File: src/hw/rtl/sha1v_pkg.sv
// Package: item types, command and status structs, and hash constants.
`default_nettype none
package sha1v_pkg;

   typedef struct packed {
      logic [7:0] message_byte;
      logic       byte_present;
      logic       last_item;
   } req_type;

   typedef struct packed {
      logic [31:0] digest_word;
      logic [2:0]  word_index;
      logic        last_word;
   } rsp_type;

   localparam logic [31:0] IV0 = 32'h17452301;
   localparam logic [31:0] IV1 = 32'hEACDAF89;
   localparam logic [31:0] IV2 = 32'h98BFDCFE;
   localparam logic [31:0] IV3 = 32'h14325476;
   localparam logic [31:0] IV4 = 32'hC3D2C1F0;

   localparam logic [31:0] K0 = 32'h5A827901;
   localparam logic [31:0] K1 = 32'h6ED9EBA1;
   localparam logic [31:0] K2 = 32'h1F1CBCDC;
   localparam logic [31:0] K3 = 32'hCA62C1D6;

   localparam int          DIGEST_WORDS = 5;
   localparam int          BLOCK_WORDS  = 16;
   localparam logic [6:0]  LAST_ROUND   = 7'd79;
   localparam logic [2:0]  LAST_INDEX   = 3'd4;
   localparam logic [5:0]  LEN_PREV_POS = 6'd55;
   localparam logic [5:0]  BLOCK_END    = 6'd63;

   typedef struct packed {
      logic       write_byte;
      logic       pad_first;
      logic       pad_fill;
      logic       work_init;
      logic       round_step;
      logic [6:0] round_idx;
      logic       cv_add;
      logic       cv_init;
      logic [2:0] out_idx;
   } cmd_type;

   typedef struct packed {
      logic pos_last;
      logic len_phase;
   } status_type;

endpackage
`default_nettype wire

File: src/hw/rtl/sha1v_datapath.sv
// Datapath: byte packing, message schedule, round logic and chaining words.
`default_nettype none
module sha1v_datapath (
   input  wire logic                 clock,
   input  wire logic                 reset,
   input  wire sha1v_pkg::cmd_type   cmd,
   input  wire logic [7:0]           data_byte,
   output sha1v_pkg::status_type     status,
   output logic [31:0]               digest_word
);

   logic [31:0] cv_ff [sha1v_pkg::DIGEST_WORDS];
   logic [31:0] cv_in [sha1v_pkg::DIGEST_WORDS];
   logic [60:0] count_ff, count_in;
   logic [23:0] word_ff, word_in;
   logic [31:0] w_ff [sha1v_pkg::BLOCK_WORDS];
   logic [31:0] w_in [sha1v_pkg::BLOCK_WORDS];
   logic [31:0] a_ff, b_ff, c_ff, d_ff, e_ff;
   logic [31:0] a_in, b_in, c_in, d_in, e_in;
   logic [63:0] bits_ff, bits_in;
   logic        len_ff, len_in;

   logic [5:0]  pos;
   logic [7:0]  byte_val;
   logic [31:0] x_val, f_val, k_val, sched;

   assign pos                = count_ff[5:0];
   assign status.pos_last    = (pos == sha1v_pkg::BLOCK_END);
   assign status.len_phase   = len_ff;
   assign digest_word        = cv_ff[cmd.out_idx];

   always_comb begin
      if (cmd.pad_first) begin
         byte_val = 8'h80;
      end else if (cmd.pad_fill) begin
         byte_val = len_ff ? bits_ff[63:56] : 8'h00;
      end else begin
         byte_val = data_byte;
      end
   end

   always_comb begin
      sched = w_ff[13] ^ w_ff[8] ^ w_ff[2] ^ w_ff[0];
      x_val = (cmd.round_idx < 7'd16) ? w_ff[0] : {sched[30:0], sched[31]};
      if (cmd.round_idx < 7'd20) begin
         f_val = (b_ff & (c_ff ^ d_ff)) ^ d_ff;
         k_val = sha1v_pkg::K0;
      end else if (cmd.round_idx < 7'd40) begin
         f_val = b_ff ^ c_ff ^ d_ff;
         k_val = sha1v_pkg::K1;
      end else if (cmd.round_idx < 7'd60) begin
         f_val = (b_ff & c_ff) | (b_ff & d_ff) | (c_ff & d_ff);
         k_val = sha1v_pkg::K2;
      end else begin
         f_val = b_ff ^ c_ff ^ d_ff;
         k_val = sha1v_pkg::K3;
      end
   end

   always_comb begin
      count_in = count_ff;
      word_in  = word_ff;
      bits_in  = bits_ff;
      len_in   = len_ff;
      for (int i = 0; i < sha1v_pkg::BLOCK_WORDS; i++) begin
         w_in[i] = w_ff[i];
      end
      for (int i = 0; i < sha1v_pkg::DIGEST_WORDS; i++) begin
         cv_in[i] = cv_ff[i];
      end
      a_in = a_ff;
      b_in = b_ff;
      c_in = c_ff;
      d_in = d_ff;
      e_in = e_ff;

      if (cmd.write_byte) begin
         count_in = count_ff + 61'd1;
         word_in  = {word_ff[15:0], byte_val};
         if (pos[1:0] == 2'd3) begin
            for (int i = 0; i < sha1v_pkg::BLOCK_WORDS - 1; i++) begin
               w_in[i] = w_ff[i + 1];
            end
            w_in[sha1v_pkg::BLOCK_WORDS - 1] = {word_ff, byte_val};
         end
      end
      if (cmd.pad_first) begin
         bits_in = {count_ff, 3'b000};
         len_in  = (pos == sha1v_pkg::LEN_PREV_POS);
      end
      if (cmd.pad_fill) begin
         if (len_ff) begin
            bits_in = {bits_ff[55:0], 8'h00};
         end
         len_in = len_ff | (pos == sha1v_pkg::LEN_PREV_POS);
      end
      if (cmd.round_step) begin
         for (int i = 0; i < sha1v_pkg::BLOCK_WORDS - 1; i++) begin
            w_in[i] = w_ff[i + 1];
         end
         w_in[sha1v_pkg::BLOCK_WORDS - 1] = x_val;
         a_in = {a_ff[26:0], a_ff[31:27]} + f_val + e_ff + k_val + x_val;
         b_in = a_ff;
         c_in = {b_ff[1:0], b_ff[31:2]};
         d_in = c_ff;
         e_in = d_ff;
      end
      if (cmd.work_init) begin
         a_in = cv_ff[0];
         b_in = cv_ff[1];
         c_in = cv_ff[2];
         d_in = cv_ff[3];
         e_in = cv_ff[4];
      end
      if (cmd.cv_add) begin
         cv_in[0] = cv_ff[0] + a_ff;
         cv_in[1] = cv_ff[1] + b_ff;
         cv_in[2] = cv_ff[2] + c_ff;
         cv_in[3] = cv_ff[3] + d_ff;
         cv_in[4] = cv_ff[4] + e_ff;
      end
      if (cmd.cv_init) begin
         cv_in[0] = sha1v_pkg::IV0;
         cv_in[1] = sha1v_pkg::IV1;
         cv_in[2] = sha1v_pkg::IV2;
         cv_in[3] = sha1v_pkg::IV3;
         cv_in[4] = sha1v_pkg::IV4;
         count_in = '0;
      end
   end

   always_ff @(posedge clock) begin
      if (reset) begin
         cv_ff[0] <= sha1v_pkg::IV0;
         cv_ff[1] <= sha1v_pkg::IV1;
         cv_ff[2] <= sha1v_pkg::IV2;
         cv_ff[3] <= sha1v_pkg::IV3;
         cv_ff[4] <= sha1v_pkg::IV4;
         count_ff <= '0;
      end else begin
         for (int i = 0; i < sha1v_pkg::DIGEST_WORDS; i++) begin
            cv_ff[i] <= cv_in[i];
         end
         count_ff <= count_in;
      end
   end

   always_ff @(posedge clock) begin
      word_ff <= word_in;
      bits_ff <= bits_in;
      len_ff  <= len_in;
      for (int i = 0; i < sha1v_pkg::BLOCK_WORDS; i++) begin
         w_ff[i] <= w_in[i];
      end
      a_ff <= a_in;
      b_ff <= b_in;
      c_ff <= c_in;
      d_ff <= d_in;
      e_ff <= e_in;
   end

endmodule
`default_nettype wire

File: src/hw/rtl/sha1v_ctrl.sv
// Controller: sequences byte intake, padding, compression rounds and digest output.
`default_nettype none
module sha1v_ctrl (
   input  wire logic                   clock,
   input  wire logic                   reset,
   input  wire logic                   req_valid,
   output logic                        req_stall,
   input  wire logic                   byte_present,
   input  wire logic                   last_item,
   output logic                        rsp_valid,
   input  wire logic                   rsp_stall,
   output logic [2:0]                  word_index,
   output logic                        last_word,
   output sha1v_pkg::cmd_type          cmd,
   input  wire sha1v_pkg::status_type  status
);

   typedef enum logic [2:0] {
      S_IDLE,
      S_PADSTART,
      S_PAD,
      S_ROUND,
      S_FINAL,
      S_OUT
   } state_type;

   state_type   state_ff, resume_ff;
   logic        rsp_valid_ff;
   logic [6:0]  rnd_ff;
   logic [2:0]  idx_ff;
   logic        accept;

   assign req_stall  = (state_ff != S_IDLE);
   assign accept     = req_valid && (state_ff == S_IDLE);
   assign rsp_valid  = rsp_valid_ff;
   assign word_index = idx_ff;
   assign last_word  = (idx_ff == sha1v_pkg::LAST_INDEX);

   always_comb begin
      cmd            = '0;
      cmd.round_idx  = rnd_ff;
      cmd.out_idx    = idx_ff;
      case (state_ff)
         S_IDLE: begin
            cmd.write_byte = accept && byte_present;
         end
         S_PADSTART: begin
            cmd.write_byte = 1'b1;
            cmd.pad_first  = 1'b1;
         end
         S_PAD: begin
            cmd.write_byte = 1'b1;
            cmd.pad_fill   = 1'b1;
         end
         S_ROUND: begin
            cmd.round_step = 1'b1;
         end
         S_FINAL: begin
            cmd.cv_add = 1'b1;
         end
         S_OUT: begin
            cmd.cv_init = !rsp_stall && (idx_ff == sha1v_pkg::LAST_INDEX);
         end
         default: begin
            cmd = '0;
         end
      endcase
      cmd.work_init = cmd.write_byte && status.pos_last;
   end

   always_ff @(posedge clock) begin
      if (reset) begin
         state_ff     <= S_IDLE;
         resume_ff    <= S_IDLE;
         rsp_valid_ff <= 1'b0;
         rnd_ff       <= '0;
         idx_ff       <= '0;
      end else begin
         case (state_ff)
            S_IDLE: begin
               if (accept) begin
                  if (byte_present && status.pos_last) begin
                     state_ff  <= S_ROUND;
                     rnd_ff    <= '0;
                     resume_ff <= last_item ? S_PADSTART : S_IDLE;
                  end else if (last_item) begin
                     state_ff <= S_PADSTART;
                  end
               end
            end
            S_PADSTART: begin
               if (status.pos_last) begin
                  state_ff  <= S_ROUND;
                  rnd_ff    <= '0;
                  resume_ff <= S_PAD;
               end else begin
                  state_ff <= S_PAD;
               end
            end
            S_PAD: begin
               if (status.pos_last) begin
                  state_ff  <= S_ROUND;
                  rnd_ff    <= '0;
                  resume_ff <= status.len_phase ? S_OUT : S_PAD;
               end
            end
            S_ROUND: begin
               rnd_ff <= rnd_ff + 7'd1;
               if (rnd_ff == sha1v_pkg::LAST_ROUND) begin
                  state_ff <= S_FINAL;
               end
            end
            S_FINAL: begin
               state_ff <= resume_ff;
               if (resume_ff == S_OUT) begin
                  rsp_valid_ff <= 1'b1;
                  idx_ff       <= '0;
               end
            end
            S_OUT: begin
               if (!rsp_stall) begin
                  if (idx_ff == sha1v_pkg::LAST_INDEX) begin
                     state_ff     <= S_IDLE;
                     rsp_valid_ff <= 1'b0;
                     idx_ff       <= '0;
                  end else begin
                     idx_ff <= idx_ff + 3'd1;
                  end
               end
            end
            default: begin
               state_ff     <= S_IDLE;
               rsp_valid_ff <= 1'b0;
            end
         endcase
      end
   end

endmodule
`default_nettype wire

File: src/hw/rtl/sha1v_variant_top_note.sv
// Digest word selector: packs controller index and datapath word into the result item.
`default_nettype none
module sha1v_rsp_pack (
   input  wire logic [31:0]     digest_word,
   input  wire logic [2:0]      word_index,
   input  wire logic            last_word,
   output sha1v_pkg::rsp_type   rsp_data
);

   always_comb begin
      rsp_data.digest_word = digest_word;
      rsp_data.word_index  = (word_index > sha1v_pkg::LAST_INDEX) ?
                             sha1v_pkg::LAST_INDEX : word_index;
      rsp_data.last_word   = last_word;
   end

endmodule
`default_nettype wire

File: src/hw/rtl/sha1_variant_hash.sv
// Top level: SHA-1 structured hash with altered constants over a byte stream.
//
//   channel   prefix  dir  handshake       payload
//   input     req_    in   valid / stall   req_type: message_byte, byte_present, last_item
//   result    rsp_    out  valid / stall   rsp_type: digest_word, word_index, last_word
//
// A data byte is written as it is taken; the byte that fills a 64-byte block starts a
// compression (80 rounds, one per cycle in the round unit, then a chaining-word fold).
// A last item pads one byte per cycle (up to 72 bytes, with one or two compressions)
// and then offers five digest words, one per cycle while rsp_stall is low.
// No item is taken from the end of an item's work until its last digest word leaves.
// Reset is synchronous, with no clearing pass.
`default_nettype none
module sha1_variant_hash (
   input  wire logic                clock,
   input  wire logic                reset,
   input  wire logic                req_valid,
   output logic                     req_stall,
   input  wire sha1v_pkg::req_type  req_data,
   output logic                     rsp_valid,
   input  wire logic                rsp_stall,
   output sha1v_pkg::rsp_type       rsp_data
);

   sha1v_pkg::cmd_type    cmd;
   sha1v_pkg::status_type status;
   logic [31:0]           digest_word;
   logic [2:0]            word_index;
   logic                  last_word;

   sha1v_ctrl u_ctrl (
      .clock        (clock),
      .reset        (reset),
      .req_valid    (req_valid),
      .req_stall    (req_stall),
      .byte_present (req_data.byte_present),
      .last_item    (req_data.last_item),
      .rsp_valid    (rsp_valid),
      .rsp_stall    (rsp_stall),
      .word_index   (word_index),
      .last_word    (last_word),
      .cmd          (cmd),
      .status       (status)
   );

   sha1v_datapath u_datapath (
      .clock       (clock),
      .reset       (reset),
      .cmd         (cmd),
      .data_byte   (req_data.message_byte),
      .status      (status),
      .digest_word (digest_word)
   );

   sha1v_rsp_pack u_rsp_pack (
      .digest_word (digest_word),
      .word_index  (word_index),
      .last_word   (last_word),
      .rsp_data    (rsp_data)
   );

endmodule
`default_nettype wire

File: config.mk
export PLATFORM = sky130hd
export DESIGN_NAME = sha1_variant_hash
export DESIGN_NICKNAME = d
export VERILOG_FILES = /design/src/hw/rtl/sha1v_pkg.sv /design/src/hw/rtl/sha1v_datapath.sv /design/src/hw/rtl/sha1v_ctrl.sv /design/src/hw/rtl/sha1v_variant_top_note.sv /design/src/hw/rtl/sha1_variant_hash.sv
export SDC_FILE = /design/constraint.sdc
export NUM_CORES = 2
export LEC_CHECK = 0
export ABC_AREA = 1
export BUFFER_PORTS_ARGS = -buffer_cell sky130_fd_sc_hd__buf_2
export CAP_MARGIN = 10
export CORE_UTILIZATION = 60
export DETAILED_ROUTE_END_ITERATION = 10
export PLACE_DENSITY = 0.82
export SYNTH_ARGS = -nofsm -noshare
export SYNTH_HDL_FRONTEND = slang
export SYNTH_SLANG_ARGS = --single-unit
File: constraint.sdc
create_clock -name clock -period 18 [get_ports clock]
set_input_delay 1.8 -clock clock [delete_from_list [all_inputs] [get_ports clock]]
set_output_delay 1.8 -clock clock [all_outputs]
set_load 0.05 [all_outputs]
==> run_results.csv <==
group,metric,value,unit
yosys,synth_cell_types,53,
floorplan,initial_utilization,61.00,%
critical_path,crit_type,"flip-flop to flip-flop",
timing,timing.fmax,0.1320,GHz
worst_hold_path,hold_path.class,"flip-flop to flip-flop",
timing,slew-limit-headroom,10.10,%
floorplan,core_area,87290,sq um
yosys,syn-cell-area,53250,sq um
final_layout,drive_gt1_share,5.448,%
timing,hold_viol,0,
yosys,synth_edf_count,697,
power,switchingPower,0.002934,W
final_layout,final_cell_mix,"nand2_1, inv_1, edfxtp_1",
critical_path,critPathCaptureType,"flip-flop",
power,power_frac_comb,30.7,%
power,peakVddDrop,0.0001485,V
drt,via_count,43980,
cts,hold_buffers,0,
global_routing,track_usage,39.12,%
critical_path,max_stage_delay,0.54,ns
run_status,status,"finished, final reports clean",
timing,period_minus_slack,7.576,ns
power,pwr-share-clk,29.3,%
cts,post_cts_resized,0,
yosys,synth-compound-area-share,14.03,%
cts,postCtsSetupRepairBufs,0,
timing,rsz0062_at_grt,"false",
drt,wl_met1,68310,um
cts,cts_tree,"built",
yosys,synth_top_flop_cell,"edfxtp_1",
cts,numCtsBuffers,101,
yosys,syn_inst,5842,
timing,setup_viol_count_final,0,
final_layout,nets,6196,
place,place_congestion,1.069,
drt,totalWireLength,176900,um
critical_path,critical_path.slowest_cell,"fa_1",
power,powerDensity,137.6,nW/um^2
critical_path,cp_common_cell,"nand2_1",
drt,wl_per_cell,24.90,um
drt,highest_layer,"met5",
floorplan,dieHeight,299.9,um
yosys,synth_seq_cells,999,
yosys,synth_nets,6176,
drt,ant_nets,0,
cts,clk_pin_slew,0.06,ns
cts,clockRootBuffer,"clkbuf_16",
cts,cts.htree.levels,3,
critical_path,cp_top_family,"simple AND/OR/NAND/NOR gates",
critical_path,worstPathArrival,7.97,ns
cts,clock-sinks,999,
final_layout,final_common_cell,"nand2_1",
global_routing,grt_start_max_net_pins,127,
global_routing,overflow,0,
global_routing,grt_pass1_vias,41340,
timing,setup_tns,0,ns
job,max-cap-violations,0,
critical_path,start_kind,"flip-flop",
yosys,ys_async_sr_fraction,0,%
drt,drc,0,
final_layout,postLayoutCoreUtil,66.82,%
floorplan,row_count,108,
cts,clk_latency,0.72,ns
cts,cts_buffer_depth,3,
drt,drt-initial-drc-count,6043,
global_routing,grt_pass1_wl,260800,um
timing,fin_skew,0.05048,ns
floorplan,die_area,89950,sq um
place,post-dp-hpwl,128700,um
final_layout,area_growth,9.532,%
drt,drt_pre_antenna_iters,10,
timing,min_period_over_period,42.09,%
power,p_sw_share,36.55,%
critical_path,critPathBufInv,7,
yosys,yosys.area_share.simple,15.80,%
floorplan,chipWidth,299.9,um
timing,worst_pin_slew,1.334,ns
timing,drv_slew,0,
yosys,yosysSeqAreaShare,50.66,%
power,power_frac_seq,40.0,%
drt,wl_met3,22590,um
yosys,synth-xor-area-share,3.141,%
yosys,synth_fa_ha_area_share,9.309,%
power,p_int,0.005093,W
critical_path,crit_required,18.39,ns
drt,wl_met2,75560,um
floorplan,design.portCount,52,
yosys,synthMuxAreaShare,0.3242,%
critical_path,cp_max_fo,32,
drt,avgViaCountPerCell,6.190,
place,port_buffers,51,
yosys,yosysWarningCount,0,
global_routing,antenna_found_initial,3,
yosys,syn_area_per_cell,9.115,sq um
yosys,synth_top_family_by_area,"simple AND/OR/NAND/NOR gates",
power,p_leak,23.34,nW
state kept, by name (all words and copies together) (netlist names):
| signal | flops |
|---|---|
| u_ctrl.rsp_valid | 1 |
| u_datapath.len_ff | 1 |
| u_datapath.a_ff | 32 |
| u_datapath.count_ff | 61 |
| u_ctrl.state_ff | 3 |
| u_ctrl.rnd_ff | 7 |
| u_datapath.cv_ff | 160 |
| u_datapath.bits_ff | 64 |
| u_datapath.word_ff | 24 |
| u_datapath.w_ff | 512 |
| u_ctrl.resume_ff | 3 |
| u_datapath.c_ff | 32 |
| u_datapath.d_ff | 32 |
| u_datapath.e_ff | 32 |
| u_datapath.b_ff | 32 |
| u_ctrl.word_index | 3 |
cell families after synthesis:
group           count (synthesis)
flops                         999
mux                            17
simple gates                 2031
xor+xnor                      191
buf+inv                       947
fa+ha+maj                     320
compound gates               1337
power groups by stage:
stage	registers (W)	logic (W)	clock network, W
after floorplan	0.00324	0.00168	0
after global placement	0.00321	0.00235	0
after detailed placement	0.00323	0.00238	0
after CTS	0.00320	0.00241	0.00236
after global routing	0.00323	0.00270	0.00244
final	0.00321	0.00246	0.00235
Yosys cell counts (111+ instances only):
master	n	share of area, %
nand2_1	1117	7.9
inv_1	763	5.4
edfxtp_1	697	39
o21ai_0	568	5.3
a21oi_1	484	4.5
nor2_1	483	3.4
dfxtp_1	302	11
nand3_1	209	2.0
ha_1	193	4.5
clkbuf_1	148	1.0
fa_1	127	4.8
xnor2_1	111	1.8
per-stage QoR:
stage	instance area [sq um]	total power, W	instances	setup slack [ns]	hold slack, ns
floorplan	53250	0.004922	5842	5.044	0.4003
global placement	54640	0.005565	6914	10.75	0.4002
detailed placement	54640	0.005607	6914	10.64	0.4045
CTS	58320	0.007967	7102	10.50	0.4030
global route	58320	0.008365	7102	9.897	0.4036
finish	58330	0.008027	7105	10.42	0.4004
worst paths after layout:
path                               start                    end  slack [ns]  cells past startpoint
setup / recovery      u_ctrl.state_ff[1]    u_datapath.a_ff[27]       10.42                     32
hold / removal    u_datapath.w_ff[1][33]  u_datapath.w_ff[1][1]        0.40                      0
setup reg to reg      u_ctrl.state_ff[1]    u_datapath.a_ff[27]       10.42                     32
hold reg to reg   u_datapath.w_ff[1][33]  u_datapath.w_ff[1][1]        0.40                      0
cell type report:
type | instances | area [sq um]
timing repair buffer | 92 | 563.0
clock buffer | 125 | 2668
antenna | 3 | 7.507
tap | 1155 | 1445
clock inverter | 63 | 1012
fill | 6879 | 28970
sequential | 999 | 26980
multi-input combinational | 3896 | 22730
inverter | 772 | 2923
metal layers:
metal,up-vias,GRT usage (%)
li1,19830,-
met1,20890,52.86
met2,2762,57.90
met3,497,11.34
met4,4,19.02
met5,-,0
No activity file was read; power rests on OpenSTA's default activity.
